===== src/hw/rtl/rmpg_div.sv =====
// Pipelined restoring divider, one quotient bit per stage, for the grid
// point generator. The divisor must be held static while items are in
// flight; the divider itself does not enforce it. Depends on nothing.
module rmpg_div #(
    parameter int NW = 26,
    parameter int DW = 9
) (
    input  logic          i_clk,
    input  logic          i_en,
    input  logic [NW-1:0] i_num,
    input  logic [DW-1:0] i_den,
    output logic [NW-1:0] o_quo,
    output logic [DW-1:0] o_rem
);

    logic [DW-1:0] r_rem [NW];
    logic [NW-1:0] r_num [NW];
    logic [NW-1:0] r_quo [NW];

    for (genvar k = 0; k < NW; k++) begin : g_stage
        logic [DW-1:0] p_rem;
        logic [NW-1:0] p_num;
        logic [NW-1:0] p_quo;
        logic [DW:0]   trial;
        logic [DW:0]   diffv;
        logic          take;

        if (k == 0) begin : g_first
            assign p_rem = '0;
            assign p_num = i_num;
            assign p_quo = '0;
        end else begin : g_next
            assign p_rem = r_rem[k-1];
            assign p_num = r_num[k-1];
            assign p_quo = r_quo[k-1];
        end

        assign trial = {p_rem, p_num[NW-1]};
        assign take  = (trial >= {1'b0, i_den});
        assign diffv = trial - {1'b0, i_den};

        always_ff @(posedge i_clk) begin
            if (i_en) begin
                r_rem[k] <= take ? diffv[DW-1:0] : trial[DW-1:0];
                r_num[k] <= {p_num[NW-2:0], 1'b0};
                r_quo[k] <= {p_quo[NW-2:0], take};
            end
        end
    end

    assign o_quo = r_quo[NW-1];
    assign o_rem = r_rem[NW-1];

endmodule


===== config.mk =====
export PLATFORM = sky130hd
export DESIGN_NAME = rmpg_div
export DESIGN_NICKNAME = d
export VERILOG_FILES = /design/src/hw/rtl/rmpg_div.sv
export SDC_FILE = /design/constraint.sdc
export NUM_CORES = 1
export LEC_CHECK = 0
export BUFFER_PORTS_ARGS = -buffer_cell sky130_fd_sc_hd__buf_4
export CAP_MARGIN = 0
export CORE_ASPECT_RATIO = 1.4
export CORE_MARGIN = 5
export CORE_UTILIZATION = 60
export DETAILED_ROUTE_END_ITERATION = 8
export GPL_ROUTABILITY_DRIVEN = 0
export PLACE_DENSITY = 0.78
export SYNTH_ARGS = -nofsm -noshare
export SYNTH_HDL_FRONTEND = slang
export SYNTH_SLANG_ARGS = --single-unit
export TNS_END_PERCENT = 10

===== constraint.sdc =====
create_clock -name i_clk -period 11.87 [get_ports i_clk]
set_input_delay 2.374 -clock i_clk [delete_from_list [all_inputs] [get_ports i_clk]]
set_output_delay 2.374 -clock i_clk [all_outputs]
set_load 0.05 [all_outputs]

==> flow_metrics.tcl <==
set metrics [dict create \
    core.rowCount 112 \
    start_util 0.603 \
    post_cts_buffers 0 \
    hold_viol_final 0 \
    grt_usage 0.194 \
    pre_cts_slack_ns 6.03 \
    overflow 0 \
    path_buf_inv 3 \
    r2r_start "r_num[1][24]$_DFFE_PP_" \
    fin_nets 3019 \
    htree_levels 3 \
    drive_gt1_frac 0.138 \
    worst_slack_ns 6.69 \
    max_slew_margin 0.318 \
    fin_crit_sh 0.436 \
    cp_num_cells 9 \
    r2r_cells 10 \
    critPathMaxStageDelay_ns 0.69 \
    ys_warn_count 0 \
    synthToLayoutAreaGrowth_pct 11.1 \
    die_h_um 316 \
    first_global_vias 22900 \
    critPathMaxFanout 31 \
    synth_edf_count 910 \
    netlist_area_sq_um 40100 \
    cts-root-buf "clkbuf_16" \
    n_antenna_cell 0 \
    clock_path_buffers 3 \
    whs_ns 0.409 \
    slew_violations 0 \
    utilization 0.670 \
    antenna_found_initial 0 \
    clkPwrFrac 0.246 \
    path_clk_slew_ns 0.06 \
    yosys-top-cells-area "edfxtp_1, ha_1, mux2_2" \
    peakVddDrop_mv 0.152 \
    cts_buffers 86 \
    dp_hpwl_um 44300 \
    grt_max_degree 201 \
    synth_top_flop_cell "edfxtp_1" \
    rsz0062_at_grt "no" \
    avgSynthCellArea_sq_um 15.6 \
    required_ns 12.27 \
    critical_path.top_delay_family "buffers and inverters" \
    cts-resized-gates 0 \
    setup_tns_ns 0 \
    crit_end "r_rem[0][105]$_DFFE_PP_" \
    drt_wl_total_um 70300 \
    async_flop_share 0 \
    cp_slowest_cell "buf_4" \
    rrSetupSlack_ns 9.06 \
    setup-violations-final 0 \
    r2r-end "r_rem[1][10]$_DFFE_PP_" \
    drtPass1Iterations 8 \
    seqCellArea_sq_um 27300 \
    status "finished, final reports clean" \
    cts_sinks 910 \
    drv_cap 0 \
    synth_cells 2572 \
    p_per_area_nw_per_um2 243 \
    syn-num-nets 2861 \
    finalCriticalPeriod_ns 5.18 \
    cp_data_arrival_time_ns 5.57 \
    cts_hold_buf 0 \
    synth_area_leader_cell "edfxtp_1" \
    switchingPower_uw 3400 \
    p_int_uw 7430 \
    power.share.combinational 0.326 \
    p_leak_uw 0.0163 \
    drc_errors 0 \
    yosys.cell_types.count 64 \
    startpoint_type "input pin" \
    die_w_um 228 \
    ys_seq_area_frac 0.682 \
    worstMarginPinSlew_ns 1.02 \
    worst_path_most_repeated_cell "buf_4" \
    swShare 0.314 \
    post_drt_via_cell_ratio 6.09 \
    clock-skew-final_ns 0.0188 \
    wl_per_cell_um 19.2 \
    io_pins 72 \
    multiInputGateArea_sq_um 12100 \
    postRouteAntennaNets 0 \
    worst-setup-path-type "in2reg" \
    drt-initial-drc-count 1844 \
    fmaxAchievable_ghz 0.193 \
    yosysTopAreaCellShare 0.682 \
    cts_tree "yes" \
    hp-class "reg2reg" \
    core_sq_um 66400 \
    cp-end-kind "flop" \
    pwr-share-seq 0.429 \
    dieArea_sq_um 72100 \
    io_buffers 71 \
    synth_seq_cells 910 \
    grt_pass1_wl_um 114000 \
    clock_latency_ns 0.66 \
    path_cells "buf_4 > inv_2 > buf_4 > fa_1 > a21oi_1 > o211a_1 > nor3b_2 > or2_1 > mux2_4" \
    vias 22300 \
    nFillCells 4423 \
    startpoint "i_den[1]" \
]
[power by group through the flow]
stage / Sequential (uW) / Clock, uW / Combinational (uW)
final: 4640 / 2660 / 3530
after global routing: 4690 / 2880 / 3860
after CTS: 4640 / 2730 / 3480
after detailed placement: 4690 / 0 / 3450
after global placement: 4680 / 0 / 3260
after floorplan: 4630 / 0 / 2660
[worst min path at each step]
| stage | from | endpoint | slack [ns] | cells after the start |
|---|---|---|---|---|
| floorplan | r_num[0][78]$_DFFE_PP_ | r_num[0][104]$_DFFE_PP_ | 0.40 | 0 |
| global placement | r_num[0][55]$_DFFE_PP_ | r_num[0][81]$_DFFE_PP_ | 0.40 | 0 |
| detailed placement | r_num[0][92]$_DFFE_PP_ | r_num[0][118]$_DFFE_PP_ | 0.40 | 0 |
| CTS | r_quo[0][26]$_DFFE_PP_ | r_quo[0][53]$_DFFE_PP_ | 0.40 | 0 |
| global route | r_quo[0][26]$_DFFE_PP_ | r_quo[0][53]$_DFFE_PP_ | 0.41 | 0 |
| finish | r_num[1][48]$_DFFE_PP_ | r_num[1][74]$_DFFE_PP_ | 0.41 | 0 |
[cell usage after synthesis, drive strengths merged (12+ instances only)]
master / n
ha: 227
mux2i: 30
nand4: 23
edfxtp: 910
xor2: 12
o2bb2ai: 13
a21o: 50
a211o: 21
inv: 148
o21a: 58
mux2: 139
nor2b: 31
a21boi: 54
nor2: 126
nand3: 37
a31oi: 17
nor3: 59
and3: 22
nand2: 58
fa: 25
o21ai: 48
nand3b: 12
o32ai: 15
xnor2: 89
o211ai: 44
a21oi: 175
o31ai: 33
[worst register-to-register path: stages, from the launching register on]
cell      delay, ns
edfxtp_1       0.40
inv_1          0.09
ha_1           0.18
inv_1          0.07
fa_1           0.41
a21oi_1        0.27
o211ai_1       0.17
and3_1         0.27
nor2_1         0.25
inv_2          0.14
mux2_2         0.29
[state kept, by name (all words and copies together) (netlist names)]
signal	cells
r_num	325
r_rem	234
r_quo	351
[cell type report]
| class | count | share of cell area |
|---|---|---|
| Clock inverter | 62 | 0.0130 |
| Inverter | 148 | 0.0125 |
| Sequential cell | 910 | 0.614 |
| Clock buffer | 99 | 0.0495 |
| Timing Repair Buffer | 82 | 0.0149 |
| Multi-Input combinational cell | 1502 | 0.272 |
| Tap cell | 855 | 0.0240 |
[layout by cell type (no fill, tap or decap), types with 15 or more instances in the layout]
cell,Yosys,routed
edfxtp_1,910,910
ha_1,227,227
a21oi_1,172,172
inv_1,135,130
mux2_2,130,130
nor2_1,118,118
xnor2_1,89,89
clkbuf_16,0,86
buf_4,0,78
nor3_1,59,59
nand2_1,58,58
o21a_1,58,58
a21boi_0,54,54
a21o_1,50,50
o21ai_0,45,45
o211ai_1,44,44
nand3_1,37,37
nor2b_1,31,31
mux2i_1,30,30
o31ai_1,29,29
fa_1,25,25
nand4_1,23,23
and3_1,22,22
a211o_1,21,21
clkinv_1,0,20
clkinv_2,0,20
inv_2,13,18
a31oi_1,17,17
o32ai_1,15,15
[metrics by stage]
| stage | std cells | instance area [sq um] | total power (uW) |
|---|---|---|---|
| 2_1_floorplan | 2572 | 40100 | 7290 |
| 3_3_place_gp | 3497 | 41700 | 7940 |
| 3_5_place_dp | 3497 | 41700 | 8140 |
| 4_1_cts | 3658 | 44500 | 10900 |
| 5_1_grt | 3658 | 44500 | 11400 |
| 6_report | 3658 | 44500 | 10800 |
[per-layer routing]
metal / wire [um] / GRT usage / vias up / share of wire
met5: 0 / 0 / - / 0
li1: - / - / 10400 / -
met4: 3390 / 0.0989 / 0 / 0.048
met1: 26700 / 0.224 / 10800 / 0.38
met3: 3620 / 0.0348 / 258 / 0.051
met2: 36500 / 0.349 / 772 / 0.52
[kinds of logic after synthesis]
family | Yosys count | share of synthesized area
fa+ha+maj | 252 | 0.0834
simple gates | 394 | 0.0488
mux | 169 | 0.0473
xor+xnor | 101 | 0.0221
buf+inv | 160 | 0.0160
flops | 910 | 0.682
compound gates | 586 | 0.100
No activity file was read; power rests on OpenSTA's default activity.
