**src/hw/rtl/rmpg_pkg.sv**
```systemverilog
// Package of the ring mesh point generator: register indexes, reset values,
// datapath widths, the sideband struct and the CORDIC arctangent table.
// Depends on nothing; rmpg_if, rmpg_cordic and the top level use it.
package rmpg_pkg;

    localparam int CFG_IDX_W  = 3;
    localparam int CFG_DATA_W = 17;

    localparam logic [CFG_IDX_W-1:0] REG_INNER_RADIUS    = 3'd0;
    localparam logic [CFG_IDX_W-1:0] REG_OUTER_RADIUS    = 3'd1;
    localparam logic [CFG_IDX_W-1:0] REG_ANGLE_START     = 3'd2;
    localparam logic [CFG_IDX_W-1:0] REG_ANGLE_LENGTH    = 3'd3;
    localparam logic [CFG_IDX_W-1:0] REG_SEGMENTS_AROUND = 3'd4;
    localparam logic [CFG_IDX_W-1:0] REG_RINGS_ACROSS    = 3'd5;

    localparam logic [15:0] RST_INNER_RADIUS    = 16'd128;
    localparam logic [15:0] RST_OUTER_RADIUS    = 16'd256;
    localparam logic [15:0] RST_ANGLE_START     = 16'd0;
    localparam logic [16:0] RST_ANGLE_LENGTH    = 17'd65536;
    localparam logic [8:0]  RST_SEGMENTS_AROUND = 9'd8;
    localparam logic [8:0]  RST_RINGS_ACROSS    = 9'd1;

    localparam int DEF_MAX_SEGMENTS  = 256;
    localparam int DEF_MAX_RINGS     = 256;
    localparam int DEF_CORDIC_STAGES = 16;

    // Numerator widths of the grid dividers and of the texture dividers, then CORDIC widths.
    localparam int GRID_NUM_W = 26;
    localparam int UV_NUM_W   = 31;
    localparam int CORD_W     = 34;
    localparam int TRIG_W     = 32;

    localparam logic signed [CORD_W-1:0] CORDIC_X0 = 34'sd652032874;

    typedef struct packed {
        logic        point_valid;
        logic        quad_valid;
        logic [16:0] corner_a;
        logic [16:0] corner_b;
        logic [16:0] corner_c;
        logic [16:0] corner_d;
    } t_side;

    // Arctangent of 2^-i, 2^32 units per turn.
    function automatic logic signed [CORD_W-1:0] atan_lut(input int unsigned idx);
        logic signed [CORD_W-1:0] v;
        case (idx)
            0:  v = 34'sh020000000;
            1:  v = 34'sh012E4051E;
            2:  v = 34'sh009FB385B;
            3:  v = 34'sh0051111D4;
            4:  v = 34'sh0028B0D43;
            5:  v = 34'sh00145D7E1;
            6:  v = 34'sh000A2F61E;
            7:  v = 34'sh000517C55;
            8:  v = 34'sh00028BE53;
            9:  v = 34'sh000145F2F;
            10: v = 34'sh0000A2F98;
            11: v = 34'sh0000517CC;
            12: v = 34'sh000028BE6;
            13: v = 34'sh0000145F3;
            14: v = 34'sh00000A2FA;
            15: v = 34'sh00000517D;
            16: v = 34'sh0000028BE;
            17: v = 34'sh00000145F;
            18: v = 34'sh000000A30;
            19: v = 34'sh000000518;
            20: v = 34'sh00000028C;
            21: v = 34'sh000000146;
            22: v = 34'sh0000000A3;
            23: v = 34'sh000000051;
            default: v = '0;
        endcase
        return v;
    endfunction

endpackage

```
**src/hw/rtl/rmpg_cordic.sv**
```systemverilog
// Pipelined rotation-mode CORDIC: folds a 16-bit binary angle into plus or
// minus a quarter turn, rotates over STAGES registered stages, then restores
// the sign. Uses rmpg_pkg for the gain constant and the arctangent table.
module rmpg_cordic #(
    parameter int STAGES = rmpg_pkg::DEF_CORDIC_STAGES
) (
    input  logic                                i_clk,
    input  logic                                i_en,
    input  logic [15:0]                         i_ang,
    output logic signed [rmpg_pkg::TRIG_W-1:0]  o_cos,
    output logic signed [rmpg_pkg::TRIG_W-1:0]  o_sin
);

    localparam int W = rmpg_pkg::CORD_W;

    logic signed [W-1:0] r_x [STAGES+1];
    logic signed [W-1:0] r_y [STAGES+1];
    logic signed [W-1:0] r_z [STAGES+1];
    logic                r_neg [STAGES+1];

    logic signed [17:0] zs;
    logic signed [17:0] zf;
    logic               fneg;

    // A half-turn fold flips the sign of both outputs.
    always_comb begin
        zs   = {{2{i_ang[15]}}, i_ang};
        zf   = zs;
        fneg = 1'b0;
        if (zs > 18'sd16384) begin
            zf   = zs - 18'sd32768;
            fneg = 1'b1;
        end else if (zs < -18'sd16384) begin
            zf   = zs + 18'sd32768;
            fneg = 1'b1;
        end
    end

    always_ff @(posedge i_clk) begin
        if (i_en) begin
            r_x[0]   <= rmpg_pkg::CORDIC_X0;
            r_y[0]   <= '0;
            r_z[0]   <= {zf, 16'b0};
            r_neg[0] <= fneg;
        end
    end

    for (genvar i = 0; i < STAGES; i++) begin : g_rot
        logic signed [W-1:0] xs;
        logic signed [W-1:0] ys;
        logic                pos;

        assign xs  = r_x[i] >>> i;
        assign ys  = r_y[i] >>> i;
        assign pos = ~r_z[i][W-1];

        always_ff @(posedge i_clk) begin
            if (i_en) begin
                r_x[i+1]   <= pos ? r_x[i] - ys : r_x[i] + ys;
                r_y[i+1]   <= pos ? r_y[i] + xs : r_y[i] - xs;
                r_z[i+1]   <= pos ? r_z[i] - rmpg_pkg::atan_lut(i)
                                  : r_z[i] + rmpg_pkg::atan_lut(i);
                r_neg[i+1] <= r_neg[i];
            end
        end
    end

    logic signed [W-1:0] nx;
    logic signed [W-1:0] ny;

    assign nx = -r_x[STAGES];
    assign ny = -r_y[STAGES];

    always_ff @(posedge i_clk) begin
        if (i_en) begin
            o_cos <= r_neg[STAGES] ? nx[rmpg_pkg::TRIG_W-1:0] : r_x[STAGES][rmpg_pkg::TRIG_W-1:0];
            o_sin <= r_neg[STAGES] ? ny[rmpg_pkg::TRIG_W-1:0] : r_y[STAGES][rmpg_pkg::TRIG_W-1:0];
        end
    end

endmodule

```
**config.mk**
```make
export PLATFORM = sky130hd
export DESIGN_NAME = rmpg_cordic
export DESIGN_NICKNAME = d
export VERILOG_FILES = /design/src/hw/rtl/rmpg_pkg.sv /design/src/hw/rtl/rmpg_cordic.sv
export SDC_FILE = /design/constraint.sdc
export NUM_CORES = 2
export LEC_CHECK = 0
export BUFFER_PORTS_ARGS = -buffer_cell sky130_fd_sc_hd__buf_2
export CORE_ASPECT_RATIO = 0.75
export CORE_MARGIN = 8
export CORE_UTILIZATION = 40
export CTS_CLUSTER_SIZE = 8
export DETAILED_ROUTE_END_ITERATION = 12
export GPL_TIMING_DRIVEN = 0
export HOLD_SLACK_MARGIN = 0.15
export PLACE_DENSITY_LB_ADDON = 0.3
export RECOVER_POWER = 50
export SLEW_MARGIN = 10
export SYNTH_ARGS = -nofsm -noshare
export SYNTH_HDL_FRONTEND = slang
export SYNTH_SLANG_ARGS = --single-unit
```
**constraint.sdc**
```tcl
create_clock -name i_clk -period 4.62 [get_ports i_clk]
set_clock_uncertainty 0.05 [all_clocks]
set_input_delay 0.924 -clock i_clk [delete_from_list [all_inputs] [get_ports i_clk]]
set_output_delay 0.924 -clock i_clk [all_outputs]
set_load 0.01 [all_outputs]
```
==> results.json <==
{
  "outcome": "complete, but fails checks",
  "failed_checks": "max-capacitance violations, max-slew violations, negative setup slack",
  "end_kind": "flop",
  "grt_pass1_vias": 90890,
  "cts-root-buf": "clkbuf_16",
  "min_path_cells": 1,
  "cts_buffers": 219,
  "cp_max_fo": 10,
  "post-route-period-util": 1.059,
  "gr-total-overflow": 0,
  "nNetsFinal": 14950,
  "drive_gt1_frac": 0.1237,
  "clock_sinks": 1523,
  "dpl-instance-area_um2": 129600,
  "start_util": 0.4005,
  "dp_hpwl_um": 252200,
  "fmax_ghz": 0.2045,
  "period_needed_ns": 4.890,
  "reg2regPathDepth": 16,
  "yosysUniqueCellTypes": 88,
  "fillerInstances": 28630,
  "regToRegStartpoint": "r_z[0][543]$_DFFE_PP_",
  "synth_seq_area_share": 0.3697,
  "rsz0062_at_grt": "true",
  "syn_area_per_cell_um2": 9.745,
  "finalSetupViolCount": 34,
  "core.rowCount": 177,
  "die_width_um": 658.2,
  "cp.required_ns": 5.19,
  "drv_cap": 1,
  "drc": 0,
  "fin_area_um2": 144600,
  "clk_path_buf_depth": 4,
  "worstMarginPinSlew_ns": 2.654,
  "die_area_um2": 327500,
  "synthAdderAreaFrac": 0.1463,
  "vias_per_cell": 5.654,
  "slew_viol_final": 89,
  "die_y_um": 497.6,
  "synth_top_family_by_area": "compound AO/OA/AOI/OAI gates",
  "reg2reg_slack_ns": -0.27,
  "clock_latency_ns": 0.88,
  "syn-cell-area_um2": 123700,
  "yosysWarnings": 0,
  "grt_pass1_wl_um": 521600,
  "max-slew-margin-rel": -0.7694,
  "grt_max_degree": 158,
  "drtIter0Drc": 9422,
  "worstSetupStartpointType": "flop",
  "final.setup.worst_slack_ns": -0.2704,
  "htreeDepth": 4,
  "routed_wl_um": 340600,
  "cts_tree": "done",
  "synth.largest_area_cell": "edfxtp_1",
  "synth-xor-area-share": 0.1313,
  "hp-class": "in -> reg",
  "gp_congestion": 0.8985,
  "synth_mux_area_frac": 0.009709,
  "num_vias": 99790,
  "synthSimpleGateAreaFrac": 0.1278,
  "r2r_end": "r_x[0][574]$_DFFE_PP_",
  "core_um2": 308900,
  "dr.pass1.iters": 6,
  "yosysTopAreaCellShare": 0.3697,
  "clk_pin_slew_worst_paths_ns": 0.05,
  "min_to": "r_z[0][22]$_DFFE_PP_",
  "crit_arrival_ns": 5.46,
  "synthFlopType": "edfxtp_1",
  "min-delay-start": "i_ang[6]",
  "crit_type": "reg -> reg",
  "syn_inst": 12700,
  "synth_edf_count": 1523,
  "async_flop_share": 0,
  "synthTopCellsByArea": "edfxtp_1 37%, ha_1 14%, xnor2_1 8.8%, a21oi_1 5.5%, xor2_1 4.4%",
  "hold_violations": 0,
  "grtUsageTotal": 0.1950,
  "synth_seq_cells": 1523,
  "ios": 82,
  "synth_compound_area_frac": 0.1934,
  "io_buffers": 81,
  "wl_per_cell_um": 19.30,
  "antenna_found_initial": 6,
  "detail-route-antenna-nets": 0,
  "synthesis.nets": 14140,
  "area_growth_pct": 16.88
}
==> worst max path at each step <==
stage               slack (ns)             startpoint                     to
floorplan                -0.13  r_z[0][203]$_DFFE_PP_  r_z[0][235]$_DFFE_PP_
global placement        -22.84                   i_en     o_sin[2]$_DFFE_PP_
detailed placement       -2.31  r_z[0][237]$_DFFE_PP_  r_y[0][270]$_DFFE_PP_
CTS                      -0.13  r_x[0][360]$_DFFE_PP_  r_y[1][135]$_DFFE_PP_
global route             -0.41  r_z[0][543]$_DFFE_PP_  r_x[0][574]$_DFFE_PP_
finish                   -0.27  r_z[0][543]$_DFFE_PP_  r_x[0][574]$_DFFE_PP_
==> what timing repair did <==
item	CTS	global route
hold buffers	6	0
endpoints found under the setup margin	858	244
pin swaps	163	400
gates resized for setup	558	651
setup buffers	251	257
gates cloned	6	0
hold endpoints to repair	6	0
==> final cells by class <==
class                           instances  area (um^2)  area share
Antenna cell                            4        10.01  0.00006922
Buffer                                152        800.8    0.005538
Clock buffer                          230         5522     0.03818
Clock inverter                         13        137.6   0.0009518
Inverter                              551         2158     0.01493
Multi-Input combinational cell      10450        80530      0.5569
Sequential cell                      1523        45730      0.3163
Tap cell                             4117         5151     0.03562
Timing Repair Buffer                  602         4526     0.03130
Timing Repair inverter                  6        31.28   0.0002163
==> flip-flops by register name, indices dropped and copies added (netlist names) <==
register / flops
o_cos: 32
o_sin: 32
r_neg: 17
r_x: 482
r_y: 509
r_z: 451
==> worst max-delay path, stage by stage (launching register included) <==
cell	delay, ns
edfxtp_1	0.55
clkbuf_1	0.60
clkbuf_4	0.41
nor2_1	0.09
xnor2_1	0.19
ha_1	0.34
a211oi_2	0.25
o21ai_1	0.12
a31o_1	0.21
a221o_1	0.40
o31ai_4	0.29
a311oi_2	0.17
o32ai_2	0.37
o21ai_2	0.10
a31o_2	0.26
a21oi_2	0.14
xnor2_1	0.09
==> kinds of logic after synthesis <==
kind of cell,after synthesis
AO/OA/AOI/OAI,3774
XOR/XNOR,1855
buffers and inverters,721
multiplexers,114
AND/OR/NAND/NOR,3288
adder cells (fa/ha/maj),1421
flip-flops,1523
==> layer usage <==
layer / wire [um] / share of wire / up-vias / global-route usage
li1: - / - / 48740 / -
met1: 175100 / 0.51 / 47480 / 0.3139
met2: 131000 / 0.38 / 3201 / 0.2656
met3: 28390 / 0.083 / 362 / 0.03952
met4: 6084 / 0.018 / 2 / 0.03378
met5: 13 / 0.000038 / - / 0
==> per-stage QoR <==
stage | TNS [ns] | worst slack, ns | hold slack [ns] | utilization | instances
floorplan | -0.1322 | -0.1322 | 0.3503 | - | 12700
global placement | - | -22.84 | 0.3501 | 0.4185 | 16890
detailed placement | -632.21 | -2.309 | 0.3545 | 0.4197 | 16910
CTS | -0.7304 | -0.1312 | 0.1505 | 0.4532 | 17400
global route | -50.93 | -0.4071 | 0.2210 | 0.4680 | 17650
finish | -2.678 | -0.2704 | 0.2556 | 0.4681 | 17650
==> placed cells by master (no fill, tap or decap), types with 32 or more instances in the layout <==
cell and n:
xnor2_1 1192, buf_4 451, a21o_1 640, mux2_2 36, clkbuf_16 221, or3_1 73, nand2_1 578, xnor2_2 47
inv_1 525, o21ai_1 106, a21oi_1 1247, o31a_1 45, a21oi_2 109, nor3_2 43, nor2b_1 157, nor2_1 1101
edfxtp_1 1523, nand3_1 191, fa_1 43, xor2_1 606, o31ai_1 40, and2_1 55, nor4_1 42, ha_1 1313
o21a_1 186, clkbuf_1 190, nand4_1 74, a31oi_1 110, mux2i_1 64, a211oi_1 84, nor3_1 277, and3_1 100
ha_2 38, or4_1 32, o211ai_1 50, o21ai_2 32, o21bai_1 151, nor3_4 33, nand2b_1 197, o21ai_0 441
==> cells in the mapped netlist, types with 21 or more instances <==
cell	n
inv_1	546
or3_1	82
o21ai_0	464
nor3b_1	32
nor2b_1	167
or4_1	50
mux2_2	48
a2111oi_0	28
o31ai_1	51
a21o_1	640
ha_1	1378
nor2_1	1149
nand4_1	74
o21a_1	186
a31oi_1	130
fa_1	43
o2111ai_1	21
o21bai_1	156
a211o_1	27
nor4_1	77
xnor2_1	1240
nand2b_1	202
and3_1	105
and2_1	72
a211oi_1	113
o31a_1	45
a21boi_0	31
nand2_1	607
clkbuf_1	127
o211ai_1	50
mux2i_1	66
or2_2	31
nand3_1	201
nor3_1	353
a311oi_1	23
a221oi_1	23
a221o_1	24
o41ai_1	53
xor2_1	615
buf_1	42
o21ai_1	131
a21oi_1	1367
edfxtp_1	1523
Power is not shown: default switching activity piles up to over one toggle a cycle in this logic, so the estimate is an artifact.
